==> src/design/iphpf_pkg.sv <==
// Package for the IPv4 header parse filter: request types, header offsets,
// protocol codes and register map constants. No dependencies.
`default_nettype none

package iphpf_pkg;

  // Per-byte input request
  typedef struct packed {
    logic [7:0] frame_byte;
    logic       frame_end;
  } in_req_t;

  // Per-frame result request
  typedef struct packed {
    logic        verdict;
    logic        record_valid;
    logic [31:0] src_addr;
    logic [31:0] dst_addr;
    logic [7:0]  proto;
    logic [15:0] src_port_out;
    logic [15:0] dst_port_out;
    logic [5:0]  flag_bits;
    logic [15:0] payload_length;
  } out_req_t;

  // Byte counter
  localparam int unsigned CntW = 6;
  localparam logic [CntW-1:0] CountMax = 6'd63;
  localparam int unsigned LenW = CntW + 1;

  // Frame offsets of captured fields
  localparam logic [CntW-1:0] OffEtherHi = 6'd12;
  localparam logic [CntW-1:0] OffEtherLo = 6'd13;
  localparam logic [CntW-1:0] OffIhl     = 6'd14;
  localparam logic [CntW-1:0] OffTlenHi  = 6'd16;
  localparam logic [CntW-1:0] OffTlenLo  = 6'd17;
  localparam logic [CntW-1:0] OffProto   = 6'd23;
  localparam logic [CntW-1:0] OffSrc0    = 6'd26;
  localparam logic [CntW-1:0] OffSrc3    = 6'd29;
  localparam logic [CntW-1:0] OffDst0    = 6'd30;
  localparam logic [CntW-1:0] OffDst3    = 6'd33;
  localparam logic [CntW-1:0] OffSportHi = 6'd34;
  localparam logic [CntW-1:0] OffSportLo = 6'd35;
  localparam logic [CntW-1:0] OffDportHi = 6'd36;
  localparam logic [CntW-1:0] OffDportLo = 6'd37;
  localparam logic [CntW-1:0] OffFlags   = 6'd47;

  // Minimum frame lengths
  localparam logic [LenW-1:0] MinLenIpv4 = 7'd34;
  localparam logic [LenW-1:0] MinLenUdp  = 7'd42;
  localparam logic [LenW-1:0] MinLenTcp  = 7'd54;

  // Header codes
  localparam logic [15:0] EtherTypeIpv4 = 16'h0800;
  localparam logic [7:0]  ProtoIcmp     = 8'd1;
  localparam logic [7:0]  ProtoTcp      = 8'd6;
  localparam logic [7:0]  ProtoUdp      = 8'd17;

  // TCP flag masks
  localparam logic [5:0] FlagFin = 6'h01;
  localparam logic [5:0] FlagSyn = 6'h02;
  localparam logic [5:0] FlagRst = 6'h04;
  localparam logic [5:0] FlagPsh = 6'h08;
  localparam logic [5:0] FlagAck = 6'h10;
  localparam logic [5:0] FlagUrg = 6'h20;

  // Register map
  localparam int unsigned PaddrW = 3;
  localparam logic [PaddrW-1:0] AddrBlockedIcmpDest = 3'd0;
  localparam logic [31:0] BlockedIcmpDestReset = 32'h9DF0_0101;

endpackage

`default_nettype wire

==> src/design/iphpf_hdr_capture.sv <==
// Header capture and verdict logic: holds the per-frame captured fields and
// forms the frame result on the last byte. Depends on iphpf_pkg.
`default_nettype none

module iphpf_hdr_capture (
  input  wire logic             clk_i,
  input  wire logic             rst_ni,
  input  wire logic             fire_i,
  input  iphpf_pkg::in_req_t    byte_i,
  input  wire logic [31:0]      blocked_dest_i,
  output iphpf_pkg::out_req_t   result_o
);
  import iphpf_pkg::*;

  logic [CntW-1:0] cnt_q, cnt_d;
  logic [15:0] etype_q, etype_d;
  logic [3:0]  hwords_q, hwords_d;
  logic [15:0] tlen_q, tlen_d;
  logic [7:0]  proto_q, proto_d;
  logic [31:0] saddr_q, saddr_d;
  logic [31:0] daddr_q, daddr_d;
  logic [15:0] sport_q, sport_d;
  logic [15:0] dport_q, dport_d;
  logic [5:0]  flags_q, flags_d;

  logic [7:0]      b;
  logic [LenW-1:0] len;
  logic            drop;
  logic            rec;
  logic            ports_ok;
  logic            flags_ok;

  assign b = byte_i.frame_byte;

  // Field capture at the current byte offset (values include this byte)
  always_comb begin
    etype_d  = etype_q;
    hwords_d = hwords_q;
    tlen_d   = tlen_q;
    proto_d  = proto_q;
    saddr_d  = saddr_q;
    daddr_d  = daddr_q;
    sport_d  = sport_q;
    dport_d  = dport_q;
    flags_d  = flags_q;
    case (cnt_q) inside
      OffEtherHi, OffEtherLo: etype_d  = {etype_q[7:0], b};
      OffIhl:                 hwords_d = b[3:0];
      OffTlenHi, OffTlenLo:   tlen_d   = {tlen_q[7:0], b};
      OffProto:               proto_d  = b;
      [OffSrc0:OffSrc3]:      saddr_d  = {saddr_q[23:0], b};
      [OffDst0:OffDst3]:      daddr_d  = {daddr_q[23:0], b};
      OffSportHi, OffSportLo: sport_d  = {sport_q[7:0], b};
      OffDportHi, OffDportLo: dport_d  = {dport_q[7:0], b};
      OffFlags:               flags_d  = b[5:0];
      default: ;
    endcase
  end

  // Saturating offset counter
  assign cnt_d = (cnt_q == CountMax) ? CountMax : cnt_q + 1'b1;
  assign len   = {1'b0, cnt_q} + 1'b1;

  // Verdict on the captured fields
  always_comb begin
    drop     = 1'b0;
    rec      = 1'b0;
    ports_ok = 1'b0;
    flags_ok = 1'b0;
    if (len >= MinLenIpv4 && etype_d == EtherTypeIpv4) begin
      if (proto_d == ProtoTcp) begin
        if (len >= MinLenTcp) begin
          if ((flags_d & (FlagSyn | FlagRst)) == (FlagSyn | FlagRst)) begin
            drop = 1'b1;
          end else begin
            rec      = 1'b1;
            ports_ok = 1'b1;
            flags_ok = 1'b1;
          end
        end
      end else if (proto_d == ProtoUdp) begin
        if (len >= MinLenUdp) begin
          rec      = 1'b1;
          ports_ok = 1'b1;
        end
      end else if (proto_d == ProtoIcmp && daddr_d == blocked_dest_i) begin
        drop = 1'b1;
      end else begin
        rec = 1'b1;
      end
    end
  end

  // Result fields; all zero when no record is reported
  always_comb begin
    result_o                = '0;
    result_o.verdict        = drop;
    result_o.record_valid   = rec;
    if (rec) begin
      result_o.src_addr       = saddr_d;
      result_o.dst_addr       = daddr_d;
      result_o.proto          = proto_d;
      result_o.src_port_out   = ports_ok ? sport_d : 16'd0;
      result_o.dst_port_out   = ports_ok ? dport_d : 16'd0;
      result_o.flag_bits      = flags_ok ? flags_d : 6'd0;
      result_o.payload_length = tlen_d - {10'd0, hwords_d, 2'b00};
    end
  end

  // Frame state: cleared after the last byte of every frame
  always_ff @(posedge clk_i or negedge rst_ni) begin
    if (!rst_ni) begin
      cnt_q    <= '0;
      etype_q  <= '0;
      hwords_q <= '0;
      tlen_q   <= '0;
      proto_q  <= '0;
      saddr_q  <= '0;
      daddr_q  <= '0;
      sport_q  <= '0;
      dport_q  <= '0;
      flags_q  <= '0;
    end else if (fire_i) begin
      if (byte_i.frame_end) begin
        cnt_q    <= '0;
        etype_q  <= '0;
        hwords_q <= '0;
        tlen_q   <= '0;
        proto_q  <= '0;
        saddr_q  <= '0;
        daddr_q  <= '0;
        sport_q  <= '0;
        dport_q  <= '0;
        flags_q  <= '0;
      end else begin
        cnt_q    <= cnt_d;
        etype_q  <= etype_d;
        hwords_q <= hwords_d;
        tlen_q   <= tlen_d;
        proto_q  <= proto_d;
        saddr_q  <= saddr_d;
        daddr_q  <= daddr_d;
        sport_q  <= sport_d;
        dport_q  <= dport_d;
        flags_q  <= flags_d;
      end
    end
  end

endmodule

`default_nettype wire

==> src/design/ipv4_header_parse_filter_core.sv <==
// IPv4 header parse filter top level: input register, header capture, result
// register and APB register port. Depends on iphpf_pkg and iphpf_hdr_capture.
// Path: a frame's last byte passes the input register, then the result register.
// Throughput: one byte per cycle; only a stalled pending result holds up a
// following frame-end byte in the input register.
// Reset: frame state and handshakes clear; blocked_icmp_dest returns to
// 0x9DF00101.
`default_nettype none

module ipv4_header_parse_filter_core (
  input  wire logic                          clk_i,
  input  wire logic                          rst_ni,
  // byte channel
  input  wire logic                          in_valid_i,
  output logic                               in_stall_o,
  input  iphpf_pkg::in_req_t                 in_req_i,
  // result channel
  output logic                               out_valid_o,
  input  wire logic                          out_stall_i,
  output iphpf_pkg::out_req_t                out_req_o,
  // register port
  input  wire logic                          psel,
  input  wire logic                          penable,
  input  wire logic                          pwrite,
  input  wire logic [iphpf_pkg::PaddrW-1:0]  paddr,
  input  wire logic [31:0]                   pwdata,
  output logic [31:0]                        prdata,
  output logic                               pready
);
  import iphpf_pkg::*;

  logic      s1_valid_q;
  in_req_t   s1_q;
  logic      s1_move;
  logic      in_take;

  logic      out_valid_q;
  out_req_t  out_q;
  out_req_t  result;

  logic [31:0] blocked_q;
  logic        reg_sel;

  // Register port: single register, word index in paddr[2]
  assign pready  = 1'b1;
  assign reg_sel = (paddr[2] == AddrBlockedIcmpDest[2]);
  assign prdata  = reg_sel ? blocked_q : 32'd0;

  always_ff @(posedge clk_i or negedge rst_ni) begin
    if (!rst_ni) begin
      blocked_q <= BlockedIcmpDestReset;
    end else if (psel && penable && pwrite && pready && reg_sel) begin
      blocked_q <= pwdata;
    end
  end

  // Stage handshake: a frame-end byte waits while a result is still stalled
  assign s1_move    = s1_valid_q && !(s1_q.frame_end && out_valid_q && out_stall_i);
  assign in_stall_o = s1_valid_q && !s1_move;
  assign in_take    = in_valid_i && !in_stall_o;

  // Input register
  always_ff @(posedge clk_i or negedge rst_ni) begin
    if (!rst_ni) begin
      s1_valid_q <= 1'b0;
    end else if (in_take) begin
      s1_valid_q <= 1'b1;
    end else if (s1_move) begin
      s1_valid_q <= 1'b0;
    end
  end

  always_ff @(posedge clk_i) begin
    if (in_take) begin
      s1_q <= in_req_i;
    end
  end

  iphpf_hdr_capture u_capture (
    .clk_i          (clk_i),
    .rst_ni         (rst_ni),
    .fire_i         (s1_move),
    .byte_i         (s1_q),
    .blocked_dest_i (blocked_q),
    .result_o       (result)
  );

  // Result register
  always_ff @(posedge clk_i or negedge rst_ni) begin
    if (!rst_ni) begin
      out_valid_q <= 1'b0;
    end else if (s1_move && s1_q.frame_end) begin
      out_valid_q <= 1'b1;
    end else if (!out_stall_i) begin
      out_valid_q <= 1'b0;
    end
  end

  always_ff @(posedge clk_i) begin
    if (s1_move && s1_q.frame_end) begin
      out_q <= result;
    end
  end

  assign out_valid_o = out_valid_q;
  assign out_req_o   = out_q;

endmodule

`default_nettype wire
==> config.mk <==
export PLATFORM = sky130hd
export DESIGN_NAME = ipv4_header_parse_filter_core
export DESIGN_NICKNAME = d
export VERILOG_FILES = /design/src/design/iphpf_pkg.sv /design/src/design/iphpf_hdr_capture.sv /design/src/design/ipv4_header_parse_filter_core.sv
export SDC_FILE = /design/constraint.sdc
export NUM_CORES = 1
export LEC_CHECK = 0
export CAP_MARGIN = 20
export CELL_PAD_IN_SITES_DETAIL_PLACEMENT = 0
export CELL_PAD_IN_SITES_GLOBAL_PLACEMENT = 2
export CORE_AREA = 2 2 254 256
export DETAILED_ROUTE_END_ITERATION = 8
export DIE_AREA = 0 0 256 258
export DONT_BUFFER_PORTS = 1
export HOLD_SLACK_MARGIN = 0.12
export MAX_ROUTING_LAYER = met4
export PLACE_DENSITY = 0.62
export SYNTH_ARGS = -nofsm -noshare
export SYNTH_HDL_FRONTEND = slang
export SYNTH_SLANG_ARGS = --single-unit
export TNS_END_PERCENT = 10
==> constraint.sdc <==
create_clock -name clk_i -period 9.5 [get_ports clk_i]
set_clock_uncertainty 0.05 [all_clocks]
set_input_delay 0 -clock clk_i [delete_from_list [all_inputs] [get_ports clk_i]]
set_output_delay 0 -clock clk_i [all_outputs]
set_load 0.02 [all_outputs]
==> impl_results.md, run 1 <==
- Vias per inst: 4.86
- Port Buffers: 0
- Post-synth top cells: nand2_1 (198), dfrtp_1 (175), edfxtp_1 (137)
- Yosys top cell area share: 0.280
- Num rows: 93
- DRC Markers: 0
- Fin nets: 1564
- Worst flop-to-flop path startpoint: u_capture.cnt_q[1]
- Worst Path Arrival: 5.28 ns
- Leakage: 7.05 nW
- Fin. Hold Viols: 0
- Post-Syn Area per Cell: 10.7 um^2
- Area Overhead vs Synth: 20.6%
- Starting DRT DRC Count: 967
- Startpoint types: flip-flop
- Worst VDD drop: 99.9 uV
- DRT Pass-1 Iters: 7
- Ranking of synthesized cells by area: dfrtp_1 (28%), edfxtp_1 (26%), nand2_1 (4.8%)
- Post-CTS setup buffers: 0
- Starting Density: 0.246
- Netlist Area Pre-Place: 15600 um^2
- Main synth FF type: dfrtp_1
- Routed vias: 11600
- Initial antenna violation count: 0
- Slew Viols, Final: 0
- Max-cap violations: 0
- Fin crit share: 0.533
- Vias in the first global route: 11600
- Reg2Reg Setup Slack: 4.44 ns
- Gpl congestion: 0.863
- Slew @ Worst Pin: 1.50 ns
- Max clock buf depth: 3
- Crit Path Max Fanout: 85
- Die height: 258 um
- Tot Pwr: 3.76 mW
- Post-synthesis sequential element count: 323
- FILL cells: 6553
- Clk slew on worst S/H paths: 0.06 ns
- Drt wl/cell: 21.8 um
- Fin crit period: 5.06 ns
- R2r worst-path depth: 11
- Pwr Density: 199 nW/um^2
- Final wirelength: 52000 um
- Core footprint: 63600 um^2
- Gr usage total: 0.159
- Seq/Total Area, Yosys: 0.562
- Grt ovf: 0
- CTS sink cnt: 323
- FF/Latch Area: 8780 um^2
- CTS hold repair buffers: 89
- Detailed placement HPWL: 32600 um
- Number of CTS-inserted buffers: 41
- Die Area: 66000 um^2
- Most frequent cell after synthesis: nand2_1
- Endpoints failing setup: 0
- Hold Path Sink: u_capture.cnt_q[0]
- Worst Hold Class: in2reg
- Status: finished clean
- FF-to-FF End: out_req_o[56]
- FFs w/ async S/R, synth: 0.576
- Multi-input gate area: 6320 um^2
- Root Driver: clkbuf_16
- F_max: 0.197 GHz
- TritonCTS clock tree: yes
- Die Wd: 256 um
- Syn Nets: 1519
- HP Start: out_stall_i
- Synthesis warning total: 0
- Worst slew margin: 0.000385
- Clk_lat worst skew: 0.57 ns
- Ports: 214
- RSZ-0062 raised after global routing: false
- Largest area contributor in the netlist: dfrtp_1
- H-tree levels: 2
- Synth Instances: 1457
- Critical path class: reg2reg
- # diodes: 0
- Critical Path Sink Type: flip-flop
- Req. time, crit path: 9.72 ns
- Post-synth EDFFs: 137
- Share of cells above drive strength 1: 0.106
- Hold path cells: 4
- Pin count of the biggest net entering global routing: 187
- Final TNS setup: 0 ns
- First-pass GRT wire length: 78000 um
- Synth unique cells: 68
- Post_cts resized: 0
- Final antenna-violating net count: 0
cell usage in the layout (no fill, tap or decap), types with 42 or more instances in the layout:
master	synthesis	final
a21oi_1	68	68
a22o_1	55	55
a22oi_1	50	50
clkbuf_16	0	42
dfrtp_1	175	175
dlygate4sd3_1	0	89
edfxtp_1	137	137
mux2i_1	67	67
nand2_1	198	197
nor2_1	45	43
nor2b_1	42	42
nor3_1	95	95
o21ai_0	105	105
layer usage:
metal / vias to the layer above / GRT usage / share of wire
li1: 5395 / - / -
met1: 5841 / 0.217 / 0.47
met2: 310 / 0.238 / 0.46
met3: 66 / 0.0352 / 0.054
met4: 0 / 0.0395 / 0.019
met5: - / - / 0
power by group:
group | switching [mW] | internal, mW
clock | 0.647 | 1.00
sequential | 0.133 | 1.56
combinational | 0.231 | 0.182
total | 1.01 | 2.75
worst max-delay path, stage by stage, from the launching register on:
cell,delay (ns)
dfrtp_1,0.50
inv_1,0.15
ha_1,0.28
nand2b_1,0.23
o2111a_2,0.63
nor2_4,0.73
a41oi_1,0.30
a2111oi_1,0.47
nand4_1,0.27
a21oi_4,0.20
buf_4,0.73
nor3_1,0.15
kinds of logic after synthesis:
logic type               after synthesis  synth area share
XOR/XNOR                              39            0.0218
flip-flops                           323             0.562
buffers and inverters                142            0.0378
AND/OR/NAND/NOR                      470             0.143
adder cells (fa/ha/maj)               11           0.00928
multiplexers                         102            0.0681
AO/OA/AOI/OAI                        369             0.158
other                                  1          0.000240
registers in the layout, indices dropped and copies added (netlist names):
register and count:
u_capture.sport_q 16, u_capture.saddr_q 32, u_capture.proto_q 8, blocked_q 32, s1_q 9, out_valid_o 1, s1_valid_q 1, u_capture.cnt_q 6
u_capture.daddr_q 32, out_req_o 128, u_capture.dport_q 16, u_capture.tlen_q 16, u_capture.etype_q 16, u_capture.hwords_q 4, u_capture.flags_q 6
area by class of cell:
class / count / area share
clock inverters: 29 / 0.0175
multi-input cells: 992 / 0.335
flip-flops and latches: 323 / 0.466
clock buffers: 47 / 0.0583
well taps: 855 / 0.0567
inverters: 25 / 0.00498
repair buffers: 119 / 0.0613
worst max path at each step:
stage                                  start              to  slack, ns
final                     u_capture.cnt_q[1]   out_req_o[56]       4.44
after global routing      u_capture.cnt_q[1]  out_req_o[115]       4.09
after CTS                 u_capture.cnt_q[1]   out_req_o[65]       4.43
after detailed placement  u_capture.cnt_q[1]   out_req_o[65]       4.43
after global placement    u_capture.cnt_q[1]   out_req_o[65]       4.41
after floorplan                      s1_q[0]    out_req_o[0]       4.85
metrics by stage:
| stage | utilization | setup slack, ns | cells | hold slack [ns] | cell area [um^2] |
|---|---|---|---|---|---|
| after global placement | 0.259 | 4.41 | 2221 | -0.325 | 16500 |
| after CTS | 0.295 | 4.43 | 2386 | 0.202 | 18800 |
| final | 0.296 | 4.44 | 2390 | 0.217 | 18900 |
| after floorplan | - | 4.85 | 1457 | -0.346 | 15600 |
| after global routing | 0.296 | 4.09 | 2390 | 0.258 | 18900 |
| after detailed placement | 0.259 | 4.43 | 2221 | -0.323 | 16500 |
Note: power is estimated with default switching activity, not from simulation.
==> run 2, diff against run 1 <==
PLACE_DENSITY = 0.64   (was 0.62)
clock period = 4.2 ns   (was 9.5 ns; I/O delays follow)
==> run 2 against run 1 <==
Compared with the run above:
- the flow now finishes with violations (negative hold slack)
- count of clock-buffer cells in the layout up 6
- sequential power up 130%
- die area unchanged
- hold slack worse by 1.1 ns
- non-clock buffer count up 23
- total power up 120%
- via count up 0.74%
- cell area up 0.31%
==> impl_results.md, run 2 (synthesis gave the netlist of run 1 again) <==
- Critical path class: reg2reg (unchanged)
- Worst Path Arrival: 4.19 ns (was 5.28 ns)
- CTS hold repair buffers: 87 (was 89)
- Fin nets: 1586 (was 1564)
- Status: finished, violations left (was finished clean)
- Crit Path Max Fanout: 68 (was 85)
- Die height: 258 um (unchanged)
- DRC Markers: 0 (unchanged)
- Endpoints failing setup: 0 (unchanged)
- Critical Path Max Stage Delay: 0.60 ns (was 0.73 ns)
- Gr usage total: 0.161 (was 0.159)
- Slew @ Worst Pin: 1.03 ns (was 1.50 ns)
- Worst Hold Class: in2async (was in2reg)
- Ports: 214 (unchanged)
- Startpoint types: flip-flop (unchanged)
- DRT Pass-1 Iters: 5 (was 7)
- Grt ovf: 0 (unchanged)
- Num rows: 93 (unchanged)
- FILL cells: 6521 (was 6553)
- RSZ-0062 raised after global routing: false (unchanged)
- CP max-delay cell: or4b_1 (was nor2_4)
- # diodes: 0 (unchanged)
- Failing checks: negative hold slack
- Starting Density: 0.246 (unchanged)
- Final wirelength: 52500 um (was 52000 um)
- Hold Slack: -0.878 ns (was 0.217 ns)
- Fin. Hold Viols: 186 (was 0)
- Clk_lat worst skew: 0.57 ns (about the same)
- H-tree levels: 2 (unchanged)
- Worst path bufs/invs: 2 (unchanged)
- Port Buffers: 0 (unchanged)
- Clk slew on worst S/H paths: 0.06 ns (about the same)
- Final antenna-violating net count: 0 (unchanged)
- Core footprint: 63600 um^2 (unchanged)
- Drt wl/cell: 21.8 um (about the same)
- Largest delay contributor family on the critical path: simple AND/OR/NAND/NOR gates (was compound AO/OA/AOI/OAI gates)
- Die Wd: 256 um (unchanged)
- Tot Pwr: 8.19 mW (was 3.76 mW)
- Detailed placement HPWL: 35000 um (was 32600 um)
- TritonCTS clock tree: yes (unchanged)
- Number of CTS-inserted buffers: 40 (was 41)
- CP cell instances: buf_4 -> or4b_1 -> o32a_1 -> nor2_4 -> a41oi_1 -> a2111oi_1 -> nand4_1 -> a21oi_4 -> buf_12 -> nor3_1 (was inv_1 -> ha_1 -> nand2b_1 -> o2111a_2 -> nor2_4 -> a41oi_1 -> a2111oi_1 -> nand4_1 -> a21oi_4 -> buf_4 -> nor3_1)
- Vias in the first global route: 11700 (was 11600)
- F_max: 0.253 GHz (was 0.197 GHz)
- Starting DRT DRC Count: 1075 (was 967)
- Leakage: 7.09 nW (was 7.05 nW)
- Commonest non-fill, non-tap cell in the layout: nand2_1 (unchanged)
- Layout Utilization: 0.297 (was 0.296)
- Worst VDD drop: 253 uV (was 99.9 uV)
- Root Driver: clkbuf_16 (unchanged)
- Initial antenna violation count: 0 (unchanged)
- Routed vias: 11700 (was 11600)
- Area Overhead vs Synth: 21.0% (was 20.6%)
- Vias per inst: 4.85 (was 4.86)
- Req. time, crit path: 4.44 ns (was 9.72 ns)
- Gpl congestion: 0.884 (was 0.863)
- Share of cells above drive strength 1: 0.118 (was 0.106)
- CTS sink cnt: 323 (unchanged)
- Most frequent cells in the layout: nand2_1 (197), dfrtp_1 (175), edfxtp_1 (137) (unchanged)
- Fin crit share: 0.942 (was 0.533)
- Pwr Density: 433 nW/um^2 (was 199 nW/um^2)
- First-pass GRT wire length: 78900 um (was 78000 um)
- Fin crit period: 3.96 ns (was 5.06 ns)
- Slew Viols, Final: 0 (unchanged)
- Max clock buf depth: 3 (unchanged)
- Critical Path Sink Type: flip-flop (unchanged)
- Worst slew margin: 0.309 (was 0.000385)
- Max reg flops: 128 (unchanged)
- Pin count of the biggest net entering global routing: 187 (unchanged)
- Die Area: 66000 um^2 (unchanged)
- Max-cap violations: 0 (unchanged)
==> run 2: cell types whose count changed in the layout (fill, tap and decap cells not counted), sizes merged <==
cell         previous run  this run
clkinv                 18        10
dlygate4sd3            89        87
clkbuf                 47        53
bufinv                  6         2
inv                    27        30
buf                    30        55
clkinvlp                3         4
==> run 2: area by class of cell <==
class	count	area [um^2]	area share
Clock buffer	53	1100	0.0583
Tap cell	855	1070	0.0566
Timing Repair Buffer	142	1330	0.0703
Clock inverter	21	208	0.0110
Multi-Input combinational cell	992	6330	0.335
Inverter	25	93.8	0.00496
Sequential cell	323	8780	0.464
==> run 2: worst register-to-register path, delay by kind of cell, from the launching register on <==
family,cells,cell delay [ns]
AO/OA/AOI/OAI,4,1.30
buffers and inverters,2,0.50
flip-flops,1,0.47
AND/OR/NAND/NOR,4,1.38
==> run 2: metrics by stage <==
| step | setup TNS (ns) | std cells | area [um^2] | setup slack, ns |
|---|---|---|---|---|
| 6_report | 0 | 2411 | 18900 | 0.245 |
| 5_1_grt | 0 | 2411 | 18900 | 0.00311 |
| 4_1_cts | 0 | 2410 | 18900 | 0.263 |
| 3_5_place_dp | 0 | 2249 | 16700 | 0.239 |
| 3_3_place_gp | 0 | 2249 | 16700 | 0.231 |
| 2_1_floorplan | -0.0392 | 1457 | 15600 | -0.0392 |
==> run 2: path summary, 6_finish.rpt <==
kind	startpoint	to	slack, ns	depth (start not counted)
setup reg to reg	u_capture.cnt_q[2]	out_req_o[14]	0.24	10
hold reg to reg	u_capture.dport_q[14]	u_capture.dport_q[14]	0.43	2
min in group clk_i	u_capture.dport_q[14]	u_capture.dport_q[14]	0.43	2
hold / removal	rst_ni	blocked_q[25]	-0.88	0
max in group asynchronous	rst_ni	u_capture.dport_q[9]	4.61	0
setup / recovery	u_capture.cnt_q[2]	out_req_o[14]	0.24	10
==> run 2: timing repair <==
action / 4_1_cts / 5_1_grt
endpoints found under the setup margin: 0 / 1
gates resized for setup: 0 / 1
buffers inserted: 0 / 0
endpoints found under the hold margin: 280 / 186
==> run 2: report_power, final <==
part	switching [mW]	total, mW	internal (mW)	leakage (nW)
Sequential	0.309	3.84	3.53	3.88
Clock	1.43	3.43	2.00	0.633
Combinational	0.491	0.916	0.425	2.59
Total	2.23	8.19	5.96	7.09
==> run 2: layer usage <==
layer | global-route usage | wire length [um]
met5 | - | 0
met4 | 0.0343 | 786
met3 | 0.0322 | 3080
met2 | 0.242 | 24100
met1 | 0.223 | 24600
